`src/rtl/ieqc_pkg.sv`:
```
package ieqc_pkg;

   localparam int QUEUE_DEPTH = 32;
   localparam int KEY_COUNT   = 128;

   localparam int ADDR_W = $clog2(QUEUE_DEPTH);
   localparam int IDX_W  = ADDR_W + 1;
   localparam int KEY_W  = $clog2(KEY_COUNT);

   localparam logic [2:0] OP_KEY     = 3'd0;
   localparam logic [2:0] OP_BUTTON  = 3'd1;
   localparam logic [2:0] OP_DELTA   = 3'd2;
   localparam logic [2:0] OP_POS     = 3'd3;
   localparam logic [2:0] OP_POP     = 3'd4;
   localparam logic [2:0] OP_RECOVER = 3'd5;

   localparam logic [1:0] KIND_KEY    = 2'd0;
   localparam logic [1:0] KIND_BUTTON = 2'd1;
   localparam logic [1:0] KIND_DELTA  = 2'd2;
   localparam logic [1:0] KIND_POS    = 2'd3;

   typedef struct packed {
      logic [1:0]       kind;
      logic [KEY_W-1:0] key;
      logic             down;
      logic [15:0]      h;
      logic [15:0]      v;
   } entry_type;

   typedef struct packed {
      logic load;
      logic exec;
      logic walk;
   } cmd_type;

   typedef struct packed {
      logic op_recover;
      logic walk_last;
   } status_type;

endpackage

```
`src/rtl/ieqc_ctrl.sv`:
```
module ieqc_ctrl (
   input  logic                clock,
   input  logic                reset,
   input  logic                req_tvalid,
   output logic                req_tready,
   output logic                rsp_tvalid,
   input  logic                rsp_tready,
   input  ieqc_pkg::status_type status,
   output ieqc_pkg::cmd_type    cmd
);

   localparam logic [1:0] ST_IDLE = 2'd0;
   localparam logic [1:0] ST_EXEC = 2'd1;
   localparam logic [1:0] ST_WALK = 2'd2;
   localparam logic [1:0] ST_OUT  = 2'd3;

   logic [1:0] state_ff;
   logic [1:0] state_in;

   always_comb begin
      state_in   = state_ff;
      cmd        = '0;
      req_tready = 1'b0;
      rsp_tvalid = 1'b0;
      case (state_ff)
         ST_IDLE: begin
            req_tready = 1'b1;
            if (req_tvalid) begin
               cmd.load = 1'b1;
               state_in = ST_EXEC;
            end
         end
         ST_EXEC: begin
            cmd.exec = 1'b1;
            if (status.op_recover) begin
               state_in = ST_WALK;
            end else begin
               state_in = ST_OUT;
            end
         end
         ST_WALK: begin
            cmd.walk = 1'b1;
            if (status.walk_last) begin
               state_in = ST_OUT;
            end
         end
         ST_OUT: begin
            rsp_tvalid = 1'b1;
            if (rsp_tready) begin
               state_in = ST_IDLE;
            end
         end
         default: begin
            state_in = ST_IDLE;
         end
      endcase
   end

   always_ff @(posedge clock) begin
      if (reset) begin
         state_ff <= ST_IDLE;
      end else begin
         state_ff <= state_in;
      end
   end

endmodule

```
`src/rtl/ieqc_datapath.sv`:
```
module ieqc_datapath (
   input  logic                              clock,
   input  logic                              reset,
   input  ieqc_pkg::cmd_type                 cmd,
   output ieqc_pkg::status_type              status,
   input  logic [2:0]                        in_op,
   input  logic [ieqc_pkg::KEY_W-1:0]        in_key,
   input  logic                              in_pressed,
   input  logic [15:0]                       in_h,
   input  logic [15:0]                       in_v,
   output logic                              ev_valid,
   output logic [1:0]                        ev_kind,
   output logic [ieqc_pkg::KEY_W-1:0]        ev_key,
   output logic                              ev_down,
   output logic [15:0]                       ev_h,
   output logic [15:0]                       ev_v,
   output logic                              lost_flag,
   output logic [5:0]                        fill_level
);

   // latched transaction
   logic [2:0]                 op_ff;
   logic [ieqc_pkg::KEY_W-1:0] key_ff;
   logic                       down_ff;
   logic [15:0]                h_ff;
   logic [15:0]                v_ff;

   ieqc_pkg::entry_type mem [ieqc_pkg::QUEUE_DEPTH];
   ieqc_pkg::entry_type rdata_ff;

   logic [ieqc_pkg::IDX_W-1:0]     wr_ff, wr_in, rd_ff, rd_in;
   logic [ieqc_pkg::KEY_COUNT-1:0] map_ff, map_in;
   logic                           button_ff, button_in;
   logic [15:0]                    pos_h_ff, pos_h_in, pos_v_ff, pos_v_in;
   logic                           lost_ff, lost_in;
   logic                           ev_valid_ff, ev_valid_in;
   logic [ieqc_pkg::KEY_W-1:0]     walk_ff, walk_in;
   logic [1:0]                     newest_kind_ff, newest_kind_in;
   logic [15:0]                    newest_h_ff, newest_h_in, newest_v_ff, newest_v_in;

   logic [ieqc_pkg::IDX_W-1:0]  fill;
   logic                        empty;
   logic                        full;
   logic [ieqc_pkg::IDX_W-1:0]  newest_idx;
   logic                        mem_we;
   logic [ieqc_pkg::ADDR_W-1:0] mem_waddr;
   ieqc_pkg::entry_type         mem_wdata;
   logic                        mem_re;

   assign fill       = wr_ff - rd_ff;
   assign empty      = (fill == '0);
   assign full       = (fill == ieqc_pkg::IDX_W'(ieqc_pkg::QUEUE_DEPTH));
   assign newest_idx = wr_ff - ieqc_pkg::IDX_W'(1);

   assign status.op_recover = (op_ff == ieqc_pkg::OP_RECOVER);
   assign status.walk_last  = (walk_ff == ieqc_pkg::KEY_W'(ieqc_pkg::KEY_COUNT - 1));

   always_comb begin
      wr_in          = wr_ff;
      rd_in          = rd_ff;
      map_in         = map_ff;
      button_in      = button_ff;
      pos_h_in       = pos_h_ff;
      pos_v_in       = pos_v_ff;
      lost_in        = lost_ff;
      ev_valid_in    = ev_valid_ff;
      walk_in        = walk_ff;
      newest_kind_in = newest_kind_ff;
      newest_h_in    = newest_h_ff;
      newest_v_in    = newest_v_ff;
      mem_we         = 1'b0;
      mem_re         = 1'b0;
      mem_waddr      = wr_ff[ieqc_pkg::ADDR_W-1:0];
      mem_wdata      = '0;

      if (cmd.exec) begin
         ev_valid_in = 1'b0;
         case (op_ff)
            ieqc_pkg::OP_KEY: begin
               if (map_ff[key_ff] != down_ff) begin
                  if (full) begin
                     lost_in = 1'b1;
                  end else begin
                     mem_we         = 1'b1;
                     mem_wdata.kind = ieqc_pkg::KIND_KEY;
                     mem_wdata.key  = key_ff;
                     mem_wdata.down = down_ff;
                     wr_in          = wr_ff + ieqc_pkg::IDX_W'(1);
                     map_in[key_ff] = down_ff;
                  end
               end
            end
            ieqc_pkg::OP_BUTTON: begin
               if (button_ff != down_ff) begin
                  if (full) begin
                     lost_in = 1'b1;
                  end else begin
                     mem_we         = 1'b1;
                     mem_wdata.kind = ieqc_pkg::KIND_BUTTON;
                     mem_wdata.down = down_ff;
                     wr_in          = wr_ff + ieqc_pkg::IDX_W'(1);
                     button_in      = down_ff;
                  end
               end
            end
            ieqc_pkg::OP_DELTA: begin
               if (h_ff != '0 || v_ff != '0) begin
                  if (!empty && newest_kind_ff == ieqc_pkg::KIND_DELTA) begin
                     // fold into the newest entry, 16-bit wrap
                     mem_we         = 1'b1;
                     mem_waddr      = newest_idx[ieqc_pkg::ADDR_W-1:0];
                     mem_wdata.kind = ieqc_pkg::KIND_DELTA;
                     mem_wdata.h    = newest_h_ff + h_ff;
                     mem_wdata.v    = newest_v_ff + v_ff;
                  end else if (full) begin
                     lost_in = 1'b1;
                  end else begin
                     mem_we         = 1'b1;
                     mem_wdata.kind = ieqc_pkg::KIND_DELTA;
                     mem_wdata.h    = h_ff;
                     mem_wdata.v    = v_ff;
                     wr_in          = wr_ff + ieqc_pkg::IDX_W'(1);
                  end
               end
            end
            ieqc_pkg::OP_POS: begin
               if (h_ff != pos_h_ff || v_ff != pos_v_ff) begin
                  if (!empty && newest_kind_ff == ieqc_pkg::KIND_POS) begin
                     mem_we    = 1'b1;
                     mem_waddr = newest_idx[ieqc_pkg::ADDR_W-1:0];
                  end else if (full) begin
                     lost_in = 1'b1;
                  end else begin
                     mem_we = 1'b1;
                     wr_in  = wr_ff + ieqc_pkg::IDX_W'(1);
                  end
                  mem_wdata.kind = ieqc_pkg::KIND_POS;
                  mem_wdata.h    = h_ff;
                  mem_wdata.v    = v_ff;
                  if (mem_we) begin
                     pos_h_in = h_ff;
                     pos_v_in = v_ff;
                  end
               end
            end
            ieqc_pkg::OP_POP: begin
               if (!empty) begin
                  mem_re      = 1'b1;
                  ev_valid_in = 1'b1;
                  rd_in       = rd_ff + ieqc_pkg::IDX_W'(1);
               end
            end
            ieqc_pkg::OP_RECOVER: begin
               lost_in = 1'b0;
               walk_in = '0;
               if (button_ff) begin
                  if (full) begin
                     lost_in = 1'b1;
                  end else begin
                     mem_we         = 1'b1;
                     mem_wdata.kind = ieqc_pkg::KIND_BUTTON;
                     wr_in          = wr_ff + ieqc_pkg::IDX_W'(1);
                     button_in      = 1'b0;
                  end
               end
            end
            default: begin
            end
         endcase
      end

      if (cmd.walk) begin
         walk_in = walk_ff + ieqc_pkg::KEY_W'(1);
         if (map_ff[walk_ff]) begin
            if (full) begin
               lost_in = 1'b1;
            end else begin
               mem_we          = 1'b1;
               mem_wdata.kind  = ieqc_pkg::KIND_KEY;
               mem_wdata.key   = walk_ff;
               wr_in           = wr_ff + ieqc_pkg::IDX_W'(1);
               map_in[walk_ff] = 1'b0;
            end
         end
      end

      if (mem_we) begin
         newest_kind_in = mem_wdata.kind;
         newest_h_in    = mem_wdata.h;
         newest_v_in    = mem_wdata.v;
      end
   end

   always_ff @(posedge clock) begin
      if (mem_we) begin
         mem[mem_waddr] <= mem_wdata;
      end
      if (mem_re) begin
         rdata_ff <= mem[rd_ff[ieqc_pkg::ADDR_W-1:0]];
      end
   end

   always_ff @(posedge clock) begin
      if (cmd.load) begin
         op_ff   <= in_op;
         key_ff  <= in_key;
         down_ff <= in_pressed;
         h_ff    <= in_h;
         v_ff    <= in_v;
      end
      newest_kind_ff <= newest_kind_in;
      newest_h_ff    <= newest_h_in;
      newest_v_ff    <= newest_v_in;
   end

   always_ff @(posedge clock) begin
      if (reset) begin
         wr_ff       <= '0;
         rd_ff       <= '0;
         map_ff      <= '0;
         button_ff   <= 1'b0;
         pos_h_ff    <= '0;
         pos_v_ff    <= '0;
         lost_ff     <= 1'b0;
         ev_valid_ff <= 1'b0;
         walk_ff     <= '0;
      end else begin
         wr_ff       <= wr_in;
         rd_ff       <= rd_in;
         map_ff      <= map_in;
         button_ff   <= button_in;
         pos_h_ff    <= pos_h_in;
         pos_v_ff    <= pos_v_in;
         lost_ff     <= lost_in;
         ev_valid_ff <= ev_valid_in;
         walk_ff     <= walk_in;
      end
   end

   // report zeros unless a pop returned an entry
   assign ev_valid   = ev_valid_ff;
   assign ev_kind    = ev_valid_ff ? rdata_ff.kind : 2'd0;
   assign ev_key     = ev_valid_ff ? rdata_ff.key : '0;
   assign ev_down    = ev_valid_ff ? rdata_ff.down : 1'b0;
   assign ev_h       = ev_valid_ff ? rdata_ff.h : 16'd0;
   assign ev_v       = ev_valid_ff ? rdata_ff.v : 16'd0;
   assign lost_flag  = lost_ff;
   assign fill_level = 6'(fill);

endmodule

```
`src/rtl/input_event_queue_coalescing.sv`:
```
// Keyboard and mouse event queue with coalescing of repeated mouse motion.
// Request channel (req_): one transaction per command; req_tuser carries the
// opcode (key, button, delta, position, pop, recover), req_tdata the key
// number, the pressed flag and the horizontal and vertical values.
// Response channel (rsp_): exactly one transaction per request; rsp_tuser
// says whether a pop returned an entry and of which kind, rsp_tdata carries
// the entry fields, the sticky lost flag and the fill level after the command.
// A taken request is carried out in the controller's execute state before
// rsp_tvalid rises; recover also walks the pressed-key map, one key a cycle,
// and raises rsp_tvalid once the last key has been visited. Only one
// command is in flight at a time: req_tready stays low from the moment a
// request is taken until its response has been taken.
// Reset clears the queue, the key map, the button and position state and the
// lost flag; queue storage itself is not cleared.
// While the receiver stalls the response is held stable and req_tready stays
// low until the response is taken.
module input_event_queue_coalescing (
   input  logic        clock,
   input  logic        reset,
   input  logic        req_tvalid,
   output logic        req_tready,
   input  logic [2:0]  req_tuser,   // op
   input  logic [39:0] req_tdata,   // key_code, pressed, h_value, v_value
   output logic        rsp_tvalid,
   input  logic        rsp_tready,
   output logic [2:0]  rsp_tuser,   // ev_valid, ev_kind
   output logic [47:0] rsp_tdata    // ev_key, ev_down, ev_h, ev_v, lost_flag, fill_level, pad
);

   ieqc_pkg::cmd_type    cmd;
   ieqc_pkg::status_type status;

   logic                       ev_valid;
   logic [1:0]                 ev_kind;
   logic [ieqc_pkg::KEY_W-1:0] ev_key;
   logic                       ev_down;
   logic [15:0]                ev_h;
   logic [15:0]                ev_v;
   logic                       lost_flag;
   logic [5:0]                 fill_level;

   ieqc_ctrl u_ctrl (
      .clock      (clock),
      .reset      (reset),
      .req_tvalid (req_tvalid),
      .req_tready (req_tready),
      .rsp_tvalid (rsp_tvalid),
      .rsp_tready (rsp_tready),
      .status     (status),
      .cmd        (cmd)
   );

   ieqc_datapath u_datapath (
      .clock      (clock),
      .reset      (reset),
      .cmd        (cmd),
      .status     (status),
      .in_op      (req_tuser),
      .in_key     (req_tdata[6:0]),
      .in_pressed (req_tdata[7]),
      .in_h       (req_tdata[23:8]),
      .in_v       (req_tdata[39:24]),
      .ev_valid   (ev_valid),
      .ev_kind    (ev_kind),
      .ev_key     (ev_key),
      .ev_down    (ev_down),
      .ev_h       (ev_h),
      .ev_v       (ev_v),
      .lost_flag  (lost_flag),
      .fill_level (fill_level)
   );

   assign rsp_tuser = {ev_kind, ev_valid};
   assign rsp_tdata = {1'b0, fill_level, lost_flag, ev_v, ev_h, ev_down, ev_key};

endmodule

```
`config.mk`:
```
export PLATFORM = sky130hd
export DESIGN_NAME = input_event_queue_coalescing
export DESIGN_NICKNAME = d
export VERILOG_FILES = /design/src/rtl/ieqc_pkg.sv /design/src/rtl/ieqc_ctrl.sv /design/src/rtl/ieqc_datapath.sv /design/src/rtl/input_event_queue_coalescing.sv
export SDC_FILE = /design/constraint.sdc
export NUM_CORES = 2
export LEC_CHECK = 0
export BUFFER_PORTS_ARGS = -buffer_cell sky130_fd_sc_hd__buf_4
export CORE_ASPECT_RATIO = 0.6
export CORE_MARGIN = 2
export CORE_UTILIZATION = 45
export CTS_CLUSTER_DIAMETER = 50
export CTS_CLUSTER_SIZE = 8
export DETAILED_ROUTE_END_ITERATION = 10
export PLACE_DENSITY = 0.62
export SYNTH_ARGS = -nofsm -noshare
export SYNTH_HDL_FRONTEND = slang
export SYNTH_SLANG_ARGS = --single-unit
```
`constraint.sdc`:
```
create_clock -name clock -period 6.2 [get_ports clock]
set_input_delay 0.31 -clock clock [delete_from_list [all_inputs] [get_ports clock]]
set_output_delay 0.31 -clock clock [all_outputs]
set_load 0.02 [all_outputs]
```
=== After elaboration in Yosys (flattened, before gate mapping) ===
Memories as Yosys holds them, arrays and structs flattened. A register that Yosys moved wholly into a read port is not among the register bits.
Index checks and enable logic that the tools add are counted.

* Flip-flop bits (word level): 261
* RAM bits: 1344
* Output and inout bits: 53
* Word-level logic and storage cells: 189
* Memories: 1

* Add/subtract/negate cells: 7
* $lt $le $gt $ge: 4
* Eq/ne operators: 21
* Multiplexer cells: 115
* Bitwise logic cells: 3
* Reduce and logical (&&, ||, !) cells: 20

{| class="wikitable"
|+ Memories
! name !! depth !! width !! rd ports !! clocked after memory_dff !! wr ports !! RTL line !! source
|-
| u_datapath.mem || 32 || 42 || 1 || 1 || 1 || ieqc_datapath.sv:28 || <nowiki>ieqc_pkg::entry_type mem [ieqc_pkg::QUEUE_DEPTH];</nowiki>
|}

{| class="wikitable"
|+ Operators by type and width
! operator !! number
|-
| $mux 128 || 7
|-
| $and 128x128->128 || 1
|-
| $bwmux 128 || 1
|-
| $mux 32 || 4
|-
| $not 128->128 || 1
|-
| $mux 6 || 12
|-
| $pmux 32 s2 || 1
|-
| $mux 1 || 52
|-
| $mux 42 || 1
|-
| $mux 7 || 5
|-
| $add 16x16->16 || 2
|-
| $mux 16 || 2
|-
| $ne 16x16->1 || 2
|-
| $reduce_bool 16->1 || 2
|-
| $pmux 6 s5 || 1
|-
| $mux 9 || 3
|-
| $mux 5 || 5
|-
| $lt 7x8->1 const B || 2
|-
| $mux 2 || 8
|-
| $mux 8 || 2
|-
| $bmux 1 s7 || 2
|-
| $demux 1 s7 || 2
|-
| $ge 7x1->1 const B || 2
|-
| $add 6x1->6 const B || 2
|-
| other kinds (29) || 48
|}

=== Longest topological paths before layout ===
* Depth in word-level cells: 16
* Depth in mapped cells: 17
* Depth with buffers taken out: 15

=== Hierarchy ===
From an unflattened synthesis, not the netlist that was laid out.

* Cell total of the unflattened synthesis: 3983
* Area, all modules: 69206.4 sq um

{| class="wikitable"
|+ Modules (own cells, without submodules)
! module !! times used !! cells an instance !! area an instance (sq um) !! sequential area each (sq um)
|-
| ieqc_datapath || 1 || 3955 || 68966.1 || 47575.6
|-
| ieqc_ctrl || 1 || 23 || 206.4 || 40.0
|-
| input_event_queue_coalescing || 1 || 5 || 33.8 || 0.0
|}

=== Worst setup path after synthesis ===
No wires, ideal clock.

* Kind: register to register
* Start: reg u_datapath.rd_ff[1] (netlist bit)
* End: mem u_datapath.mem[1][0] (netlist bit) (enable)
* Setup time: 0.446 ns
* Arrival time: 6.065 ns
* Required time: 5.754 ns
* Slack: -0.312 ns
* Cell stages (with the launch flop): 16
* Period minus slack after synthesis: 6.512 ns
* Path through: dfxtp_1 -> clkbuf_1 -> clkbuf_1 -> buf_1 -> inv_1 -> fa_1 -> xor2_1 -> nor4b_1 -> mux2_2 -> o211a_1 -> clkbuf_1 -> nor3_1 -> buf_2 -> o32a_4 -> and3_1 -> nor2b_1

* Cells in the longest elaborated chain, start to end: 16
* Elaborated cells between the ends (all ways): 30

{| class="wikitable"
|+ Ends and longest elaborated chain
! what !! RTL line !! source
|-
| start: declaration || ieqc_datapath.sv:31 || <nowiki>logic [ieqc_pkg::IDX_W-1:0] wr_ff, wr_in, rd_ff, rd_in;</nowiki>
|-
| start signal: assignment || ieqc_datapath.sv:229 || <nowiki>rd_ff <= rd_in;</nowiki>
|-
| $sub 6x6->6 * || ieqc_datapath.sv:50 || <nowiki>assign fill = wr_ff - rd_ff;</nowiki>
|-
| via rsp_tdata[43] || input_event_queue_coalescing.sv:27 || <nowiki>output logic [47:0] rsp_tdata</nowiki>
|-
| $logic_not 6->1 || ieqc_datapath.sv:51 || <nowiki>assign empty = (fill == '0);</nowiki>
|-
| $logic_not 1->1 || ieqc_datapath.sv:108, ieqc_datapath.sv:128 ||
|-
| $logic_and 1x1->1 || ieqc_datapath.sv:128 || <nowiki>if (!empty && newest_kind_ff == ieqc_pkg::KIND_POS) begin</nowiki>
|-
| $mux 1 || ieqc_datapath.sv:128 ||
|-
| $mux 1 || ieqc_datapath.sv:127 || <nowiki>if (h_ff != pos_h_ff || v_ff != pos_v_ff) begin</nowiki>
|-
| $mux 1 || ieqc_datapath.sv:78 || <nowiki>case (op_ff)</nowiki>
|-
| [2 not listed] || - ||
|-
| $pmux 1 s5 || ieqc_datapath.sv:78 ||
|-
| $mux 1 || ieqc_datapath.sv:76 || <nowiki>if (cmd.exec) begin</nowiki>
|-
| $mux 1 || ieqc_datapath.sv:175 || <nowiki>if (full) begin</nowiki>
|-
| $mux 1 || ieqc_datapath.sv:174 || <nowiki>if (map_ff[walk_ff]) begin</nowiki>
|-
| $mux 1 * || ieqc_datapath.sv:172 || <nowiki>if (cmd.walk) begin</nowiki>
|-
| via u_datapath.mem_we || ieqc_datapath.sv:45 || <nowiki>logic mem_we;</nowiki>
|-
| $mux 1 * || ieqc_datapath.sv:195 || <nowiki>if (mem_we) begin</nowiki>
|-
| $mux 1 (not written as such) * || ieqc_datapath.sv:196 || <nowiki>mem[mem_waddr] <= mem_wdata;</nowiki>
|-
| end: declaration || ieqc_datapath.sv:28 ||
|}

Mark *: on every way through the listed nets, which the timed path passes. The rest lies on a longest branch. The select of a mux whose other input is x is not followed.

=== Final worst setup path ===
* Start: reg u_datapath.key_ff[1] (netlist bit)
* End: mem u_datapath.mem[26][6] (netlist bit) (enable)

* Cells in the longest elaborated chain, start to end: 11

{| class="wikitable"
|+ Ends and longest elaborated chain
! what !! RTL line !! source
|-
| start: declaration || ieqc_datapath.sv:23 || <nowiki>logic [ieqc_pkg::KEY_W-1:0] key_ff;</nowiki>
|-
| start signal: assignment || ieqc_datapath.sv:206 || <nowiki>key_ff <= in_key;</nowiki>
|-
| $bmux 1 s7 * || ieqc_datapath.sv:80 || <nowiki>if (map_ff[key_ff] != down_ff) begin</nowiki>
|-
| $mux 1 (not written as such) * || ieqc_datapath.sv:80 ||
|-
| $ne 1x1->1 * || ieqc_datapath.sv:80 ||
|-
| $mux 1 * || ieqc_datapath.sv:80 ||
|-
| $pmux 1 s5 * || ieqc_datapath.sv:78 ||
|-
| $mux 1 * || ieqc_datapath.sv:76 ||
|-
| $mux 1 || ieqc_datapath.sv:175 ||
|-
| $mux 1 || ieqc_datapath.sv:174 ||
|-
| $mux 1 * || ieqc_datapath.sv:172 ||
|-
| via u_datapath.mem_we || ieqc_datapath.sv:45 ||
|-
| $mux 1 * || ieqc_datapath.sv:195 ||
|-
| $mux 1 (not written as such) * || ieqc_datapath.sv:196 ||
|}

Marks and branches as above.

==> flow_summary.ini <==
[timing]
layout_min_cycle_time_ps = 5240
finalCritPeriodShare_pct = 84.6
slew_headroom_pct = 6.29
setup_viol = 0
rsz0062_at_grt = false
holdWs_ps = 55.4
tightest_slew_ps = 1410
slew_viol_final = 0
final-hold-violation-count = 0
tns_ps = 0
finalClockSkew_ps = 46.7
fmax_mhz = 191

[power]
p_comb_share_pct = 8.8
seqPwrFrac_pct = 48.3
finalPower_w = 0.0258
p_sw_w = 0.00623
p_clk_share_pct = 42.8
ir_worst_vdd_mv = 0.252
p_sw_share_pct = 24.1
p_int_w = 0.0196
leakagePower_nw = 23.3
power_density_mw_per_mm2 = 324

[global_routing]
overflow = 0
grt_max_degree = 155
first_global_vias = 38900
grt_antenna_before_repair = 9
grt_pass1_wl_mm = 281
grt_usage_pct = 24.6

[clocking]
clk_pin_slew_ps = 50
htreeDepth = 4
cts_buffers = 226
clk_latency_ps = 830
post_cts_resized = 0
cts-root-buf = clkbuf_16
cts_tree = built
numClockSinks = 1647
clockBufferDepth = 3

[worst_setup_path]
required_ps = 6670
cp.arrival_ps = 5720
critPathLaunchType = flip-flop
cp-end-kind = flip-flop
crit_fanout = 37
worstSetupPathType = flip-flop to flip-flop

[cells_and_area]
layout.nets = 4328
instances_no_fill = 6338
drive_gt1_share_pct = 25.1
syn2layout_area_growth_pct = 15.4

[die]
dieArea_mm2 = 0.157
die_y_um = 308
start_util_pct = 45.3
io_pins = 100
core_area_mm2 = 0.153
num_rows = 111
die_w_um = 510

[hold_path]
hp-class = input port to flip-flop

[place]
portBuffers = 98
placedCellCount = 5996
place.gp.congestion = 1.03
hpwl_mm = 120

[run]
cap_violations = 0

[status]
status = completed

[route]
vias = 40300
ant_nets = 0
first_pass_iters = 6
drc = 0
wire_per_inst_um = 30.4
routed_wl_mm = 193
drt_iter0_markers = 5769
via_per_inst = 6.36

[yosys]
synth_seq_cells = 1647
synthTopCellsByCount = edfxtp_1, mux4_2, nand2_1
ys.flop_type = edfxtp_1
synth-edff-count = 1463
synth.area.top_cells = edfxtp_1, mux4_2, dfxtp_1, mux2i_1, a221oi_1
syn_inst = 3969
synth_area_leader_cell = edfxtp_1
synth.yosys.warnings = 0
synthesis.nets = 4062
ys_types = 92
netlist.area_leader.share_pct = 63.6
yosysMostFrequentCell = edfxtp_1
async_flop_share_pct = 0
yosysSeqAreaShare_pct = 68.9
postSynthAreaPerCell_um2 = 17.4
synthesis.area_mm2 = 0.0691
[critical path: stages, from the launching register on]
cell,delay (ps)
edfxtp_1,430
buf_4,500
mux2i_1,540
o2bb2ai_1,180
a221oi_1,260
a2111oi_0,190
or4_4,600
o31ai_2,500
and4_1,260
buf_4,190
o32a_4,260
and3_1,310
and2_4,350
buf_12,250
[cells in the final DEF, fill, tap and decap left out, drive strengths merged, types with 48 or more instances in the layout]
cell,count
buf,260
a211oi,60
a221oi,119
mux4,436
o21ai,125
edfxtp,1463
nand2,214
a21oi,48
clkbuf,277
and2,76
nand4,50
mux2i,106
nor2,175
dfxtp,184
xnor2,66
or3,90
nand3,56
[cells by family (layout without fill, tap and decap cells)]
kind of cell,count (synthesis),in the layout,synth area share [%]
other,1,2,0.00543
buffers and inverters,309,643,1.85
adder cells (fa/ha/maj),46,46,0.866
XOR/XNOR,80,80,1.01
flip-flops,1647,1647,68.9
AND/OR/NAND/NOR,808,808,5.92
AO/OA/AOI/OAI,520,520,5.43
multiplexers,558,558,16.0
[area by class of cell]
class,instances,area (um^2)
clock inverter,19,262
sequential,1647,47600
tap,2034,2540
inverter,42,164
timing repair buffer,305,2680
multi-input combinational,2013,20500
clock buffer,277,5920
antenna,1,2.50
fill,12000,72900
[worst paths after layout]
check | startpoint | endpoint | slack (ps) | depth (start not counted)
worst max-delay path | u_datapath.key_ff[1] | u_datapath.mem[26][6] | 960 | 13
worst min-delay path | reset | u_datapath.rd_ff[5] | 60 | 2
worst max register to register | u_datapath.key_ff[1] | u_datapath.mem[26][6] | 960 | 13
worst min register to register | u_datapath.pos_h_ff[0] | u_datapath.pos_h_ff[0] | 510 | 2
[stage by stage]
stage / util (%) / area [um^2] / worst slack, ps
final: 52.2 / 79700 / 957
after global placement: 47.9 / 73100 / 1230
after CTS: 52.2 / 79700 / 1200
after floorplan: - / 69100 / -224
after detailed placement: 47.9 / 73100 / 1230
after global routing: 52.2 / 79700 / 828
[what timing repair did]
item	4_1_cts	5_1_grt
endpoints found under the hold margin	45	0
buffers inserted	0	0
hold buffers	45	0
[layer usage]
layer	track usage, %	part of all wire [%]	vias to the layer above
met5	0.494	0.053	-
met4	5.76	1.8	2
met3	6.23	11	292
met2	33.5	42	2326
met1	39.4	45	21000
li1	-	-	16700
[power groups by stage]
stage                     combinational (W)  clock (W)  sequential [W]
after floorplan                     0.00149          0          0.0126
after global placement              0.00218          0          0.0127
after detailed placement            0.00219          0          0.0127
after CTS                           0.00223     0.0112          0.0125
after global routing                0.00244     0.0117          0.0125
final                               0.00228     0.0111          0.0125
[state kept, by name, summed over array words and instances (netlist names), 2 cells and up]
signal                     cells
u_datapath.v_ff               16
u_datapath.h_ff               16
u_datapath.pos_h_ff           16
u_datapath.op_ff               3
u_datapath.newest_h_ff        16
u_datapath.pos_v_ff           16
u_datapath.wr_ff               6
u_datapath.walk_ff             7
u_datapath.map_ff            128
u_datapath.newest_kind_ff      2
u_datapath.rdata_ff           42
u_datapath.rd_ff               6
u_datapath.mem              1344
u_ctrl.state_ff                2
u_datapath.newest_v_ff        16
u_datapath.key_ff              7
Power figures use the tool's default switching activity.
